[src/hdl/lst_pkg.sv]
// ----------------------------------------------------------------------------
// lst_pkg: shared types for the bounded list store
// Operation and status codes, controller states, and the command and status
// groups that pass between the list controller and its datapath.
// ----------------------------------------------------------------------------
package lst_pkg;

  localparam int KIND_W   = 3;
  localparam int VALUE_W  = 32;
  localparam int POS_W    = 8;
  localparam int STATUS_W = 2;

  typedef enum logic [KIND_W-1:0] {
    K_INS_FRONT = 3'd0,
    K_INS_REAR  = 3'd1,
    K_DEL_FRONT = 3'd2,
    K_DEL_REAR  = 3'd3,
    K_DEL_POS   = 3'd4,
    K_DUMP      = 3'd5
  } kind_e;

  typedef enum logic [STATUS_W-1:0] {
    ST_OK    = 2'd0,
    ST_EMPTY = 2'd1,
    ST_RANGE = 2'd2,
    ST_FULL  = 2'd3
  } status_e;

  typedef enum logic [2:0] {
    S_IDLE,
    S_DECODE,
    S_LINK,
    S_SEEK,
    S_UNLINK,
    S_DUMP,
    S_RESP
  } state_e;

  // controller -> datapath
  typedef struct packed {
    logic    start;      // latch the operation, point the cursor at the head
    logic    insert;     // write the new slot, pop a free slot
    logic    link_tail;  // rear insert: hook the new slot behind the old tail
    logic    del_head;   // remove the head node
    logic    seek_init;  // start the walk toward the predecessor
    logic    advance;    // cursor steps one node
    logic    grab;       // predecessor found, cursor moves onto the victim
    logic    unlink;     // bypass the victim and free it
    logic    dump_out;   // send the node under the cursor
    logic    resp_set;   // load an error or empty response
    status_e resp_status;
    logic    resp_out;   // send the pending response
  } cmd_t;

  // datapath -> controller
  typedef struct packed {
    kind_e kind;
    logic  full;
    logic  empty;
    logic  pos_bad;
    logic  pos_first;
    logic  at_target;
    logic  at_end;
    logic  rear_link;
    logic  out_free;
  } stat_t;

endpackage

[src/hdl/lst_controller.sv]
// ----------------------------------------------------------------------------
// lst_controller: sequencer of the bounded list store
// Decodes the latched operation and steps the datapath through inserts,
// list walks, unlinks and dumps.
// ----------------------------------------------------------------------------
module lst_controller (
  input  logic          clk,
  input  logic          rst,
  input  logic          op_valid,
  output logic          op_ready,
  input  lst_pkg::stat_t stat,
  output lst_pkg::cmd_t  cmd
);
  import lst_pkg::*;

  state_e state, state_next;

  always_ff @(posedge clk) begin
    if (rst) begin
      state <= S_IDLE;
    end else begin
      state <= state_next;
    end
  end

  always_comb begin
    state_next = state;
    case (state)
      S_IDLE: begin
        if (op_valid) state_next = S_DECODE;
      end
      S_DECODE: begin
        case (stat.kind)
          K_INS_FRONT, K_INS_REAR: begin
            if (!stat.full && stat.rear_link) state_next = S_LINK;
            else state_next = S_RESP;
          end
          K_DEL_FRONT, K_DEL_REAR, K_DEL_POS: begin
            if (stat.empty) state_next = S_RESP;
            else if (stat.kind == K_DEL_POS && stat.pos_bad) state_next = S_RESP;
            else if (stat.pos_first) state_next = S_RESP;
            else state_next = S_SEEK;
          end
          K_DUMP: begin
            if (stat.empty) state_next = S_RESP;
            else state_next = S_DUMP;
          end
          default: state_next = S_IDLE;
        endcase
      end
      S_LINK:   state_next = S_RESP;
      S_SEEK: begin
        if (stat.at_target) state_next = S_UNLINK;
      end
      S_UNLINK: state_next = S_RESP;
      S_DUMP: begin
        if (stat.out_free && stat.at_end) state_next = S_IDLE;
      end
      S_RESP: begin
        if (stat.out_free) state_next = S_IDLE;
      end
      default:  state_next = S_IDLE;
    endcase
  end

  always_comb begin
    cmd      = '0;
    op_ready = 1'b0;
    case (state)
      S_IDLE: begin
        op_ready  = 1'b1;
        cmd.start = op_valid;
      end
      S_DECODE: begin
        case (stat.kind)
          K_INS_FRONT, K_INS_REAR: begin
            if (stat.full) begin
              cmd.resp_set    = 1'b1;
              cmd.resp_status = ST_FULL;
            end else begin
              cmd.insert = 1'b1;
            end
          end
          K_DEL_FRONT, K_DEL_REAR, K_DEL_POS: begin
            if (stat.empty) begin
              cmd.resp_set    = 1'b1;
              cmd.resp_status = ST_EMPTY;
            end else if (stat.kind == K_DEL_POS && stat.pos_bad) begin
              cmd.resp_set    = 1'b1;
              cmd.resp_status = ST_RANGE;
            end else if (stat.pos_first) begin
              cmd.del_head = 1'b1;
            end else begin
              cmd.seek_init = 1'b1;
            end
          end
          K_DUMP: begin
            if (stat.empty) begin
              cmd.resp_set    = 1'b1;
              cmd.resp_status = ST_EMPTY;
            end
          end
          default: cmd = '0;
        endcase
      end
      S_LINK:   cmd.link_tail = 1'b1;
      S_SEEK: begin
        if (stat.at_target) cmd.grab = 1'b1;
        else cmd.advance = 1'b1;
      end
      S_UNLINK: cmd.unlink = 1'b1;
      S_DUMP:   cmd.dump_out = stat.out_free;
      S_RESP:   cmd.resp_out = stat.out_free;
      default:  cmd = '0;
    endcase
  end

endmodule

[src/hdl/lst_datapath.sv]
// ----------------------------------------------------------------------------
// lst_datapath: storage and pointers of the bounded list store
// Element and link memories, a free-slot stack, head/tail/count registers,
// the walking cursor and the result register.
// ----------------------------------------------------------------------------
module lst_datapath #(
  parameter int CAPACITY = 16
) (
  input  logic                                  clk,
  input  logic                                  rst,
  input  lst_pkg::cmd_t                         cmd,
  output lst_pkg::stat_t                        stat,
  input  logic [lst_pkg::KIND_W-1:0]            kind,
  input  logic signed [lst_pkg::VALUE_W-1:0]    value,
  input  logic [lst_pkg::POS_W-1:0]             position,
  output logic                                  result_valid,
  input  logic                                  result_ready,
  output logic [lst_pkg::STATUS_W-1:0]          status,
  output logic signed [lst_pkg::VALUE_W-1:0]    element,
  output logic                                  last,
  output logic [$clog2(CAPACITY+1)-1:0]         length
);
  import lst_pkg::*;

  localparam int CW = $clog2(CAPACITY + 1);
  localparam int SW = $clog2(CAPACITY);
  localparam int PW = (CW > POS_W) ? CW : POS_W;
  localparam logic [CW-1:0] NULL_LINK = CW'(CAPACITY);

  logic signed [VALUE_W-1:0] elem_mem [CAPACITY];
  logic [CW-1:0]             link_mem [CAPACITY];
  logic [SW-1:0]             free_mem [CAPACITY];
  logic signed [VALUE_W-1:0] elem_q;
  logic [CW-1:0]             link_q;
  logic [SW-1:0]             free_q;

  kind_e                     kind_r;
  logic signed [VALUE_W-1:0] value_r;
  logic [POS_W-1:0]          position_r;

  logic [CW-1:0] head, tail, count, fill, ftop;
  logic [CW-1:0] cur, cur_next, prv, idx, tgt;
  logic [SW-1:0] slot;

  status_e                   resp_status;
  logic signed [VALUE_W-1:0] resp_element;

  logic [SW-1:0] new_slot;
  logic [SW-1:0] rd_addr;
  logic [SW-1:0] free_raddr;
  logic [PW-1:0] pos_sel;
  logic          empty;
  logic          link_we;
  logic [SW-1:0] link_waddr;
  logic [CW-1:0] link_wdata;
  logic          push;
  logic          load;

  assign empty      = (count == '0);
  assign new_slot   = (ftop != '0) ? free_q : fill[SW-1:0];
  assign free_raddr = SW'(ftop - CW'(1));
  assign push       = cmd.del_head | cmd.unlink;
  assign load       = cmd.resp_out | cmd.dump_out;

  always_comb begin
    case (kind_r)
      K_DEL_REAR: pos_sel = PW'(count);
      K_DEL_POS:  pos_sel = PW'(position_r);
      default:    pos_sel = PW'(1);
    endcase
  end

  assign stat.kind      = kind_r;
  assign stat.full      = (count == NULL_LINK);
  assign stat.empty     = empty;
  assign stat.pos_bad   = (position_r == '0) || (PW'(position_r) > PW'(count));
  assign stat.pos_first = (pos_sel == PW'(1));
  assign stat.at_target = (idx == tgt);
  assign stat.at_end    = (link_q == NULL_LINK);
  assign stat.rear_link = (kind_r == K_INS_REAR) && !empty;
  assign stat.out_free  = !result_valid || result_ready;

  // The memories are always read at the cursor's next value, so the read
  // data show the node under the cursor once the cursor register holds it.
  always_comb begin
    cur_next = cur;
    if (cmd.start) cur_next = head;
    else if (cmd.advance || cmd.grab || cmd.dump_out) cur_next = link_q;
  end
  assign rd_addr = cur_next[SW-1:0];

  always_comb begin
    link_we    = 1'b0;
    link_waddr = new_slot;
    link_wdata = head;
    if (cmd.insert) begin
      link_we    = 1'b1;
      link_waddr = new_slot;
      link_wdata = ((kind_r == K_INS_FRONT) || empty) ? head : NULL_LINK;
    end else if (cmd.link_tail) begin
      link_we    = 1'b1;
      link_waddr = tail[SW-1:0];
      link_wdata = CW'(slot);
    end else if (cmd.unlink) begin
      link_we    = 1'b1;
      link_waddr = prv[SW-1:0];
      link_wdata = link_q;
    end
  end

  always_ff @(posedge clk) begin
    if (cmd.insert) elem_mem[new_slot] <= value_r;
    elem_q <= elem_mem[rd_addr];
  end

  always_ff @(posedge clk) begin
    if (link_we) link_mem[link_waddr] <= link_wdata;
    link_q <= link_mem[rd_addr];
  end

  always_ff @(posedge clk) begin
    if (push) free_mem[ftop[SW-1:0]] <= cur[SW-1:0];
    free_q <= free_mem[free_raddr];
  end

  // list bookkeeping
  always_ff @(posedge clk) begin
    if (rst) begin
      head  <= NULL_LINK;
      tail  <= NULL_LINK;
      count <= '0;
      fill  <= '0;
      ftop  <= '0;
    end else begin
      if (cmd.insert) begin
        if ((kind_r == K_INS_FRONT) || empty) head <= CW'(new_slot);
        if (empty) tail <= CW'(new_slot);
        count <= count + CW'(1);
        if (ftop != '0) ftop <= ftop - CW'(1);
        else fill <= fill + CW'(1);
      end
      if (cmd.link_tail) tail <= CW'(slot);
      if (cmd.del_head) head <= link_q;
      if (cmd.unlink && (cur == tail)) tail <= prv;
      if (push) begin
        count <= count - CW'(1);
        ftop  <= ftop + CW'(1);
      end
    end
  end

  // operation and walk registers
  always_ff @(posedge clk) begin
    if (cmd.start) begin
      kind_r     <= kind_e'(kind);
      value_r    <= value;
      position_r <= position;
    end
    cur <= cur_next;
    if (cmd.grab) prv <= cur;
    if (cmd.insert) slot <= new_slot;
    if (cmd.seek_init) begin
      idx <= CW'(1);
      tgt <= CW'(pos_sel - PW'(1));
    end else if (cmd.advance) begin
      idx <= idx + CW'(1);
    end
    if (cmd.resp_set) begin
      resp_status  <= cmd.resp_status;
      resp_element <= '0;
    end else if (cmd.insert) begin
      resp_status  <= ST_OK;
      resp_element <= '0;
    end else if (push) begin
      resp_status  <= ST_OK;
      resp_element <= elem_q;
    end
  end

  // result register
  always_ff @(posedge clk) begin
    if (rst) begin
      result_valid <= 1'b0;
    end else if (load) begin
      result_valid <= 1'b1;
    end else if (result_ready) begin
      result_valid <= 1'b0;
    end
  end

  always_ff @(posedge clk) begin
    if (load) begin
      status  <= cmd.resp_out ? resp_status : ST_OK;
      element <= cmd.resp_out ? resp_element : elem_q;
      last    <= cmd.resp_out ? 1'b1 : (link_q == NULL_LINK);
      length  <= count;
    end
  end

endmodule

[src/hdl/bounded_list_store.sv]
// ----------------------------------------------------------------------------
// bounded_list_store: ordered list of up to CAPACITY signed 32-bit values
// An operation beat (kind, value, position) enters on op_valid/op_ready.
// Every operation but the two unused kind codes answers on result_valid/
// result_ready: one beat, or one beat per element for a dump, the final beat
// marked by last. length is the element count after the operation.
// op_ready is high only while no operation is in progress. An insert at the
// rear of a non-empty list adds a step that links the old tail to the new
// node. A delete at position p (rear delete: p = length) removes the head
// directly for p = 1; else it walks from the head to the predecessor, one
// node per cycle through the link memory, then unlinks the victim. A dump
// sends one beat per cycle while the receiver is ready. Errors skip the walk.
// A finished answer waits in the output register, so the next operation can
// be taken while it is still pending; a stalled receiver stops a dump in
// place until it takes the beat. Reset (synchronous, active high) empties
// the list; no memory clearing is needed.
// ----------------------------------------------------------------------------
module bounded_list_store #(
  parameter int CAPACITY = 16
) (
  input  logic                                  clk,
  input  logic                                  rst,
  input  logic                                  op_valid,
  output logic                                  op_ready,
  input  logic [lst_pkg::KIND_W-1:0]            kind,
  input  logic signed [lst_pkg::VALUE_W-1:0]    value,
  input  logic [lst_pkg::POS_W-1:0]             position,
  output logic                                  result_valid,
  input  logic                                  result_ready,
  output logic [lst_pkg::STATUS_W-1:0]          status,
  output logic signed [lst_pkg::VALUE_W-1:0]    element,
  output logic                                  last,
  output logic [$clog2(CAPACITY+1)-1:0]         length
);
  import lst_pkg::*;

  cmd_t  cmd;
  stat_t stat;

  lst_controller u_ctrl (
    .clk      (clk),
    .rst      (rst),
    .op_valid (op_valid),
    .op_ready (op_ready),
    .stat     (stat),
    .cmd      (cmd)
  );

  lst_datapath #(
    .CAPACITY (CAPACITY)
  ) u_dp (
    .clk          (clk),
    .rst          (rst),
    .cmd          (cmd),
    .stat         (stat),
    .kind         (kind),
    .value        (value),
    .position     (position),
    .result_valid (result_valid),
    .result_ready (result_ready),
    .status       (status),
    .element      (element),
    .last         (last),
    .length       (length)
  );

endmodule

[config.mk]
export PLATFORM = sky130hd
export DESIGN_NAME = bounded_list_store
export DESIGN_NICKNAME = d
export VERILOG_FILES = /design/src/hdl/lst_pkg.sv /design/src/hdl/lst_controller.sv /design/src/hdl/lst_datapath.sv /design/src/hdl/bounded_list_store.sv
export SDC_FILE = /design/constraint.sdc
export NUM_CORES = 1
export LEC_CHECK = 0
export ABC_AREA = 0
export BUFFER_PORTS_ARGS = -buffer_cell sky130_fd_sc_hd__buf_2
export CAP_MARGIN = 30
export CORE_MARGIN = 2
export CORE_UTILIZATION = 40
export CTS_CLUSTER_DIAMETER = 200
export DETAILED_ROUTE_END_ITERATION = 8
export PLACE_DENSITY = 0.61
export SLEW_MARGIN = 20
export SYNTH_ARGS = -nofsm -noshare
export SYNTH_HDL_FRONTEND = slang
export SYNTH_SLANG_ARGS = --single-unit
[constraint.sdc]
create_clock -name clk -period 15 [get_ports clk]
set_input_delay 3 -clock clk [delete_from_list [all_inputs] [get_ports clk]]
set_output_delay 3 -clock clk [all_outputs]
set_load 0.02 [all_outputs]
**Yosys cells after proc, flatten, opt, wreduce, memory -nomap -nowiden**

Memory sizes are Yosys's and may differ from the RTL's. A register that Yosys moved wholly into a read port is not among the register bits.
Index checks and enable logic that the tools add are counted.

- Flip-flop bits (word level): 170
- Input port bits: 47
- Output and inout bits: 42
- Bits in writable memories: 656
- Memories: 3

- Order comparisons: 1
- Multiplexer cells: 73
- Add/subtract/negate cells: 7
- Reductions and logical operators: 36
- Equal/unequal tests: 20
- Bitwise operators: 3

Memories:

| name | words | width | rd ports | clocked after memory_dff | write ports | RTL line | source |
|---|---|---|---|---|---|---|---|
| u_dp.elem_mem | 16 | 32 | 1 | 1 | 1 | lst_datapath.sv:30 | `logic signed [VALUE_W-1:0] elem_mem [CAPACITY];` |
| u_dp.link_mem | 16 | 5 | 1 | 1 | 1 | lst_datapath.sv:31 | `logic [CW-1:0] link_mem [CAPACITY];` |
| u_dp.free_mem | 16 | 4 | 1 | 1 | 1 | lst_datapath.sv:32 | `logic [SW-1:0] free_mem [CAPACITY];` |

Operators with widths:

| operator | number |
|---|---|
| 5-bit two-way mux | 18 |
| 3-bit two-way mux | 13 |
| 32-bit two-way mux | 1 |
| 1-bit two-way mux | 24 |
| 5-bit by 1-bit adder with 5-bit output (second input constant) | 4 |
| 2-bit two-way mux | 9 |
| 3-bit case mux with 3 select lines | 2 |
| 3-bit case mux with 6 select lines | 1 |
| 4-bit two-way mux | 4 |
| 8-bit case mux with 2 select lines | 1 |
| 3-bit == test (second input constant) | 5 |
| 5-bit by 1-bit subtractor with 5-bit output (second input constant) | 3 |
| 3-bit by 2-bit == test with 1-bit output (second input constant) | 4 |
| 2-bit nonzero test | 6 |
| 5-bit == test | 2 |
| 5-bit == test (second input constant) | 2 |
| 3-bit nonzero test | 3 |
| 8-bit by 1-bit == test with 1-bit output (second input constant) | 1 |
| 8-bit by 5-bit greater-than comparator with 1-bit output | 1 |
| 8-bit logical NOT | 1 |
| 2-bit AND reduction | 4 |
| 3-bit by 1-bit == test with 1-bit output (second input constant) | 2 |
| 3-bit logical NOT | 2 |
| 2-bit OR reduction | 3 |
| 11 further kinds | 24 |

**Logic depth before layout (Yosys ltp)**

Gate-level depths: netlist (run 1).

- Word-level depth: 12
- Gate-level depth with buffers: 16
- Gate-level depth less buffers: 13

**Hierarchy**

A second synthesis (run 1) with hierarchy kept.

- Cells, all modules: 2408
- Area, all modules: 34479.3 µm²

By module, submodules not included:

| module | times used | cells each | seq. area each (µm²) | area each (µm²) |
|---|---|---|---|---|
| lst_datapath | 1 | 2339 | 24843.8 | 34010.1 |
| lst_controller | 1 | 69 | 60.1 | 469.2 |

**Worst setup path before layout (run 1)**

OpenSTA, ideal clock, no wires.

- Kind: input-to-reg
- Start point: in op_valid
- End point: reg u_dp.elem_q[25], read port of u_dp.elem_mem
- Required time: 14883 ps
- Buffers on the path: 1
- Stages on the path: 8
- Path slack: 8016 ps
- Arrival time: 6867 ps
- Cells stage by stage: or3b_1 > nor2_1 > nand2_1 > a211oi_2 > clkbuf_1 > a32oi_1 > o21ai_0 > nor2_1

RTL lines:

| what | RTL line | source |
|---|---|---|
| start: declaration | bounded_list_store.sv:23 | `input logic op_valid,` |
| end: declaration | lst_datapath.sv:33 | `logic signed [VALUE_W-1:0] elem_q;` |

**Worst setup path after layout (run 1)**

- Start point: in result_ready
- End point: reg u_dp.elem_q[8], read port of u_dp.elem_mem

- Word-level cells in the longest chain between the ends: 5

Ends and longest elaborated chain:

| what | RTL line | source |
|---|---|---|
| start: declaration | bounded_list_store.sv:29 | `input logic result_ready,` |
| 1-bit logical OR | lst_datapath.sv:81 | `assign stat.out_free = !result_valid \|\| result_ready;` |
| 1-bit two-way mux | -- |  |
| 1-bit logical OR | lst_datapath.sv:88 | `else if (cmd.advance \|\| cmd.grab \|\| cmd.dump_out) cur_next = link_q;` |
| 5-bit two-way mux | lst_datapath.sv:88 |  |
| 5-bit two-way mux | lst_datapath.sv:87 | `if (cmd.start) cur_next = head;` |

No other way between the ends. The select of a mux whose other input is x is not followed.
A chain may end at the register's enable or synchronous reset.

==> results.cfg, run 1 <==
[power]
p_leak_nw = 12.6
p_per_area_nw_per_um2 = 199
vdd_drop_max_mv = 0.115

[worst_setup_path]
cp-end-kind = flip-flop
reg2reg_slack_ns = 10.08
r2r_cells = 7
r2r_end = u_dp.elem_mem[0][8]
cp-start-kind = input pin
cp_max_fo = 73
cp.required_ns = 15.56
worstSetupPathType = input pin to flip-flop
cp-endpoint = u_dp.elem_q[8]
r2r-start = u_ctrl.state[0]
worst_ep_arrival_time_ns = 7.04
crit_start = result_ready

[route]
drt-wirelength-per-cell_um = 23.0
ant_nets = 0
vias = 20000
drt_first_iter_violations = 2235
drc = 0
vias_per_cell = 5.55
drtPass1Iterations = 6
wl_um = 82900

[global_route]
use_met3_pct = 3.53
grt_max_degree = 99
grt_busiest_layer = met2
grt_first_pass_wirelength_um = 123000
grtUsageTotal_pct = 19.0
gr-usage-met1_pct = 26.5
grt_pass1_vias = 19800
use_met2_pct = 30.4
antenna_found_initial = 1
grt_overflow = 0

[floorplan]
start_util_pct = 40.3
die_h_um = 294
fp.dieW_um = 294
pin_count = 89
die_area_um2 = 86100
core-area_um2 = 83300
num_rows = 106

[cells_and_area]
nFillCells = 7165
nets = 2510
syn2layout_area_growth_pct = 14.6
mostFrequentLayoutCells = edfxtp_1 (756), nand2_1 (423), a21oi_1 (213)
drive_above_1_share_pct = 14.6
mostFrequentLayoutCell = edfxtp_1

[clock_network]
clock_path_buffers = 3
clock_latency_ns = 0.65
hold_buffers = 0
cts_sinks = 866
cts-buffers-inserted = 89
clkSlewWorstSetupHoldPaths_ns = 0.06
post-cts-setup-buffers = 0
cts_resized = 0
tritoncts = done
root_buffer = clkbuf_16
htree_levels = 3

[timing]
finClkSkew_ns = 0.0560
slew_violations = 0
worst_slew_pin_slew_ns = 0.966
fin_ws_ns = 8.53
timing.hold.ws_ns = 0.441
slew_headroom_pct = 34.9
finalSetupViolCount = 0
finalSetupTns_ns = 0
rsz0062_at_grt = no
finalHoldViolCount = 0
fin_crit_ns = 6.47
max_freq_mhz = 154
fin_crit_sh_pct = 43.2

[synth]
synthDistinctLibCells = 66
ys.flop_type = edfxtp_1
async_reset_ff_share_pct = 0
syn_area_um2 = 33500
synthCells = 2353
syn_avg_cell_area_um2 = 14.2
syn_nets = 2416
synth_edf_count = 756
ys_ff_latch = 866
seq_area_frac_synth_pct = 74.3
yosys_warnings = 0

[placed_design]
dpl.hpwl_um = 45800
portBuffers = 88
gp_congestion = 0.845
dp_slack_ns = 7.66

[flow_run]
drv_cap = 0

[outcome]
status = complete, no violations

[min_path]
hp-class = flip-flop to flip-flop
==> metrics by stage <==
stage	instance area (um2)	power, mW	utilization, %	instances
6_report	38400	7.65	46.1	3604
5_1_grt	38400	8.01	46.1	3603
4_1_cts	38400	7.66	46.1	3600
3_5_place_dp	35300	5.42	42.4	3433
3_3_place_gp	35300	5.35	42.4	3431
2_1_floorplan	33500	4.68	-	2353
==> metal layers <==
| metal | wire length (um) | vias to the layer above | part of all wire [%] |
|---|---|---|---|
| met5 | 0 | - | 0 |
| met4 | 1930 | 0 | 2.3 |
| met3 | 6500 | 147 | 7.8 |
| met2 | 38800 | 804 | 47 |
| met1 | 35700 | 10000 | 43 |
| li1 | - | 9051 | - |
==> registers in the layout (all words and copies together) (netlist names), 8 cells and up <==
name               cells
u_dp.element          32
u_dp.position_r        8
u_dp.free_mem         64
u_dp.link_mem         80
u_dp.elem_mem        512
u_dp.value_r          32
u_dp.elem_q           32
u_dp.resp_element     32
==> critical path: stages <==
cell      delay [ns]
buf_2           0.10
nor2b_1         0.35
nor3_1          0.11
o21a_1          0.34
a221oi_4        0.33
buf_4           0.62
buf_4           0.75
buf_4           0.42
buf_16          0.33
a21oi_1         0.12
a22oi_1         0.23
o21ai_0         0.09
nor2_1          0.14
==> cells by family after synthesis <==
logic type               synth area share (%)
flip-flops                               74.3
AND/OR/NAND/NOR                          7.87
AO/OA/AOI/OAI                            9.66
buffers and inverters                    1.85
multiplexers                             4.93
XOR/XNOR                                0.810
adder cells (fa/ha/maj)                 0.597
==> power by group <==
part	internal, mW	switching [mW]
Sequential	3.03	0.259
Clock	1.32	0.920
Combinational	0.703	1.42
Total	5.05	2.60
==> final cells by class <==
cell class                      instances  area [um2]  area share, %
Sequential cell                       866       24900           64.8
Multi-Input combinational cell       1332        8190           21.3
Clock buffer                          125        2550           6.65
Tap cell                             1080        1350           3.52
Timing Repair Buffer                  132         828           2.16
Clock inverter                         42         482           1.25
Inverter                               26         105          0.274
Antenna cell                            1        2.50        0.00651
==> synthesized netlist by cell type (12+ instances only) <==
master	n	share of area [%]
xnor2_1	20	0.52
edfxtp_1	756	68
dfxtp_1	110	6.6
mux2_2	32	1.1
mux2i_1	84	2.5
a21oi_1	213	3.2
clkbuf_1	89	1.0
inv_1	23	0.26
ha_1	16	0.60
a22oi_1	79	1.8
a32oi_1	74	1.9
buf_2	29	0.43
nor3_1	14	0.21
o21ai_1	19	0.28
mux4_2	20	1.3
nand3_1	12	0.18
o21ai_0	69	1.0
nor2_1	141	1.6
nand2_1	423	4.7
==> how the worst min path moves through the flow <==
stage	startpoint	end	slack, ns	depth (start not counted)
floorplan	u_dp.count[1]	u_dp.length[1]	0.40	0
global placement	u_dp.resp_element[24]	u_dp.resp_element[24]	0.44	2
detailed placement	u_dp.resp_element[5]	u_dp.resp_element[5]	0.44	2
CTS	u_dp.elem_q[5]	u_dp.resp_element[5]	0.44	2
global route	u_dp.resp_element[17]	u_dp.resp_element[17]	0.47	2
finish	u_dp.elem_q[5]	u_dp.resp_element[5]	0.44	2
Power figures use the tool's default switching activity.
==> inputs of run 2 (changes only) <==
--- a/config.mk
+++ b/config.mk
@@ -12,7 +12,7 @@
 export CORE_UTILIZATION = 40
 export CTS_CLUSTER_DIAMETER = 200
 export DETAILED_ROUTE_END_ITERATION = 8
-export PLACE_DENSITY = 0.61
+export PLACE_DENSITY = 0.63
 export SLEW_MARGIN = 20
 export SYNTH_ARGS = -nofsm -noshare
 export SYNTH_HDL_FRONTEND = slang
==> constraint.sdc (replaced) <==
create_clock -name clk -period 5.6 [get_ports clk]
set_input_delay 1.12 -clock clk [delete_from_list [all_inputs] [get_ports clk]]
set_output_delay 1.12 -clock clk [all_outputs]
set_load 0.02 [all_outputs]
==> run 2 against run 1 <==
Net effect:
- sequential cell count is the same
- combinational power increased to 2.7 times the previous value
- sequential share of layout area about the same
- final area about the same
- critical path depth decreased by 6
- clock-buffer cell count is 7 lower
- setup slack worse by 7.5 ns
- critical endpoint is now u_dp.elem_mem[5][24]
- largest cell class unchanged
- largest power group unchanged
==> results.cfg, run 2 (synthesis gave the netlist of run 1 again) <==
[cells_and_area]
syn2layout_area_growth_pct = 14.6
seq_area_um2 = 24900
multi_input_area_um2 = 8190
nFillCells = 7211
mostFrequentLayoutCells = edfxtp_1 (756), nand2_1 (423), a21oi_1 (213)
largest-register = u_dp.elem_mem
drive_above_1_share_pct = 14.8
fin_area_um2 = 38400
nets = 2522
antenna_cells = 0
largest_reg_flops = 512
mostFrequentLayoutCell = edfxtp_1

[worst_setup_path]
reg2reg_slack_ns = 0.98
r2r-start = u_ctrl.state[0]
cp.required_ns = 5.90
cp-endpoint = u_dp.elem_mem[5][24]
crit_chain = or3b_2 -> nor3_1 -> nand2_1 -> inv_1 -> nand3_1 -> nor2_4 -> buf_4
worst_ep_arrival_time_ns = 4.92
crit_buf_inv = 2
worstSetupPathType = flip-flop to flip-flop
cp-end-kind = flip-flop
cp_top_family = simple AND/OR/NAND/NOR gates
crit_start = u_ctrl.state[0]
r2r_cells = 7
r2r_end = u_dp.elem_mem[5][24]
cp.depth = 7
cp_max_fo = 24
slowest_stage = dfxtp_1
cp-start-kind = flip-flop
slowest_delay_ns = 0.84

[timing]
slew_headroom_pct = 33.7
worst_slew_pin_slew_ns = 0.993
finalSetupViolCount = 0
finalHoldViolCount = 0
rsz0062_at_grt = no
slew_violations = 0
fin_crit_ns = 4.62
fin_crit_sh_pct = 82.4
finalSetupTns_ns = 0
fin_ws_ns = 0.983
max_freq_mhz = 217
finClkSkew_ns = 0.0302

[floorplan]
pin_count = 89
die_h_um = 294
num_rows = 106
fp.dieW_um = 294
die_area_um2 = 86100
start_util_pct = 40.3
core-area_um2 = 83300

[placed_design]
gp_congestion = 0.872
dpl.hpwl_um = 51300
dpl_cell_area_um2 = 35400
portBuffers = 88
dp_slack_ns = 1.00

[power]
vdd_drop_max_mv = 0.349
p_per_area_nw_per_um2 = 535
finalPower_mw = 20.6
p_leak_nw = 12.7

[route]
ant_nets = 0
drt-wirelength-per-cell_um = 22.9
vias = 20200
drt_first_iter_violations = 2349
wl_um = 82900
vias_per_cell = 5.60
drtPass1Iterations = 7
drc = 0

[global_route]
antenna_found_initial = 4
grt_overflow = 0
grt_max_degree = 153
grt_pass1_vias = 19800
grt_first_pass_wirelength_um = 124000
grtUsageTotal_pct = 19.0

[clock_network]
hold_buffers = 0
clock_path_buffers = 3
htree_levels = 3
cts-buffers-inserted = 90
tritoncts = done
post-cts-setup-buffers = 0
root_buffer = clkbuf_16
clkSlewWorstSetupHoldPaths_ns = 0.06
cts_sinks = 866
cts_resized = 0
clock_latency_ns = 0.66

[min_path]
hp-class = flip-flop to flip-flop
hold_path.startpoint = u_dp.resp_element[6]

[outcome]
status = complete, no violations

[flow_run]
drv_cap = 0
run 2: cell types whose count changed in the layout (fill, tap and decap cells not counted), sizes merged:
cell / before / now
clkbuf: 125 / 118
diode: 1 / 0
buf: 132 / 143
inv: 32 / 31
bufinv: 7 / 4
clkinv: 28 / 39
run 2: where the power goes:
group	leakage [nW]	total, mW	switching (mW)	internal (mW)
Sequential	7.76	8.89	0.780	8.11
Clock	1.45	5.86	2.50	3.36
Combinational	3.44	5.82	3.87	1.94
run 2: per-layer routing:
layer	global-route usage, %	vias to the layer above	routed length, um
li1	-	9081	-
met1	26.4	10200	35200
met2	30.2	856	38900
met3	4.27	129	6810
met4	5.46	0	1940
met5	0	-	0
run 2: layout make-up:
type,count,share of cell area (%)
Tap cell,1080,3.52
Multi-Input combinational cell,1332,21.3
Clock inverter,49,1.12
Inverter,26,0.274
Timing Repair Buffer,143,2.46
Sequential cell,866,64.8
Clock buffer,118,6.51
run 2: worst min path at each step:
stage	slack, ns	depth (start not counted)	end
2_1_floorplan	0.40	0	u_dp.length[1]
3_3_place_gp	0.43	2	u_dp.resp_element[0]
3_5_place_dp	0.44	2	u_dp.resp_element[6]
4_1_cts	0.45	2	u_dp.resp_element[26]
5_1_grt	0.47	2	u_dp.resp_element[26]
6_report	0.45	2	u_dp.resp_element[6]
run 2: worst register-to-register path, delay by kind of cell, from the launching register on:
family / cells / cell delay [ns]
simple gates: 5 / 2.37
buf+inv: 2 / 1.06
flops: 1 / 0.84
run 2: through the flow:
| stage | hold WS [ns] | utilization, % | instances |
|---|---|---|---|
| 5_1_grt | 0.465 | 46.1 | 3614 |
| 2_1_floorplan | 0.403 | - | 2353 |
| 3_3_place_gp | 0.435 | 42.5 | 3443 |
| 3_5_place_dp | 0.441 | 42.5 | 3444 |
| 6_report | 0.447 | 46.1 | 3614 |
| 4_1_cts | 0.448 | 46.1 | 3611 |
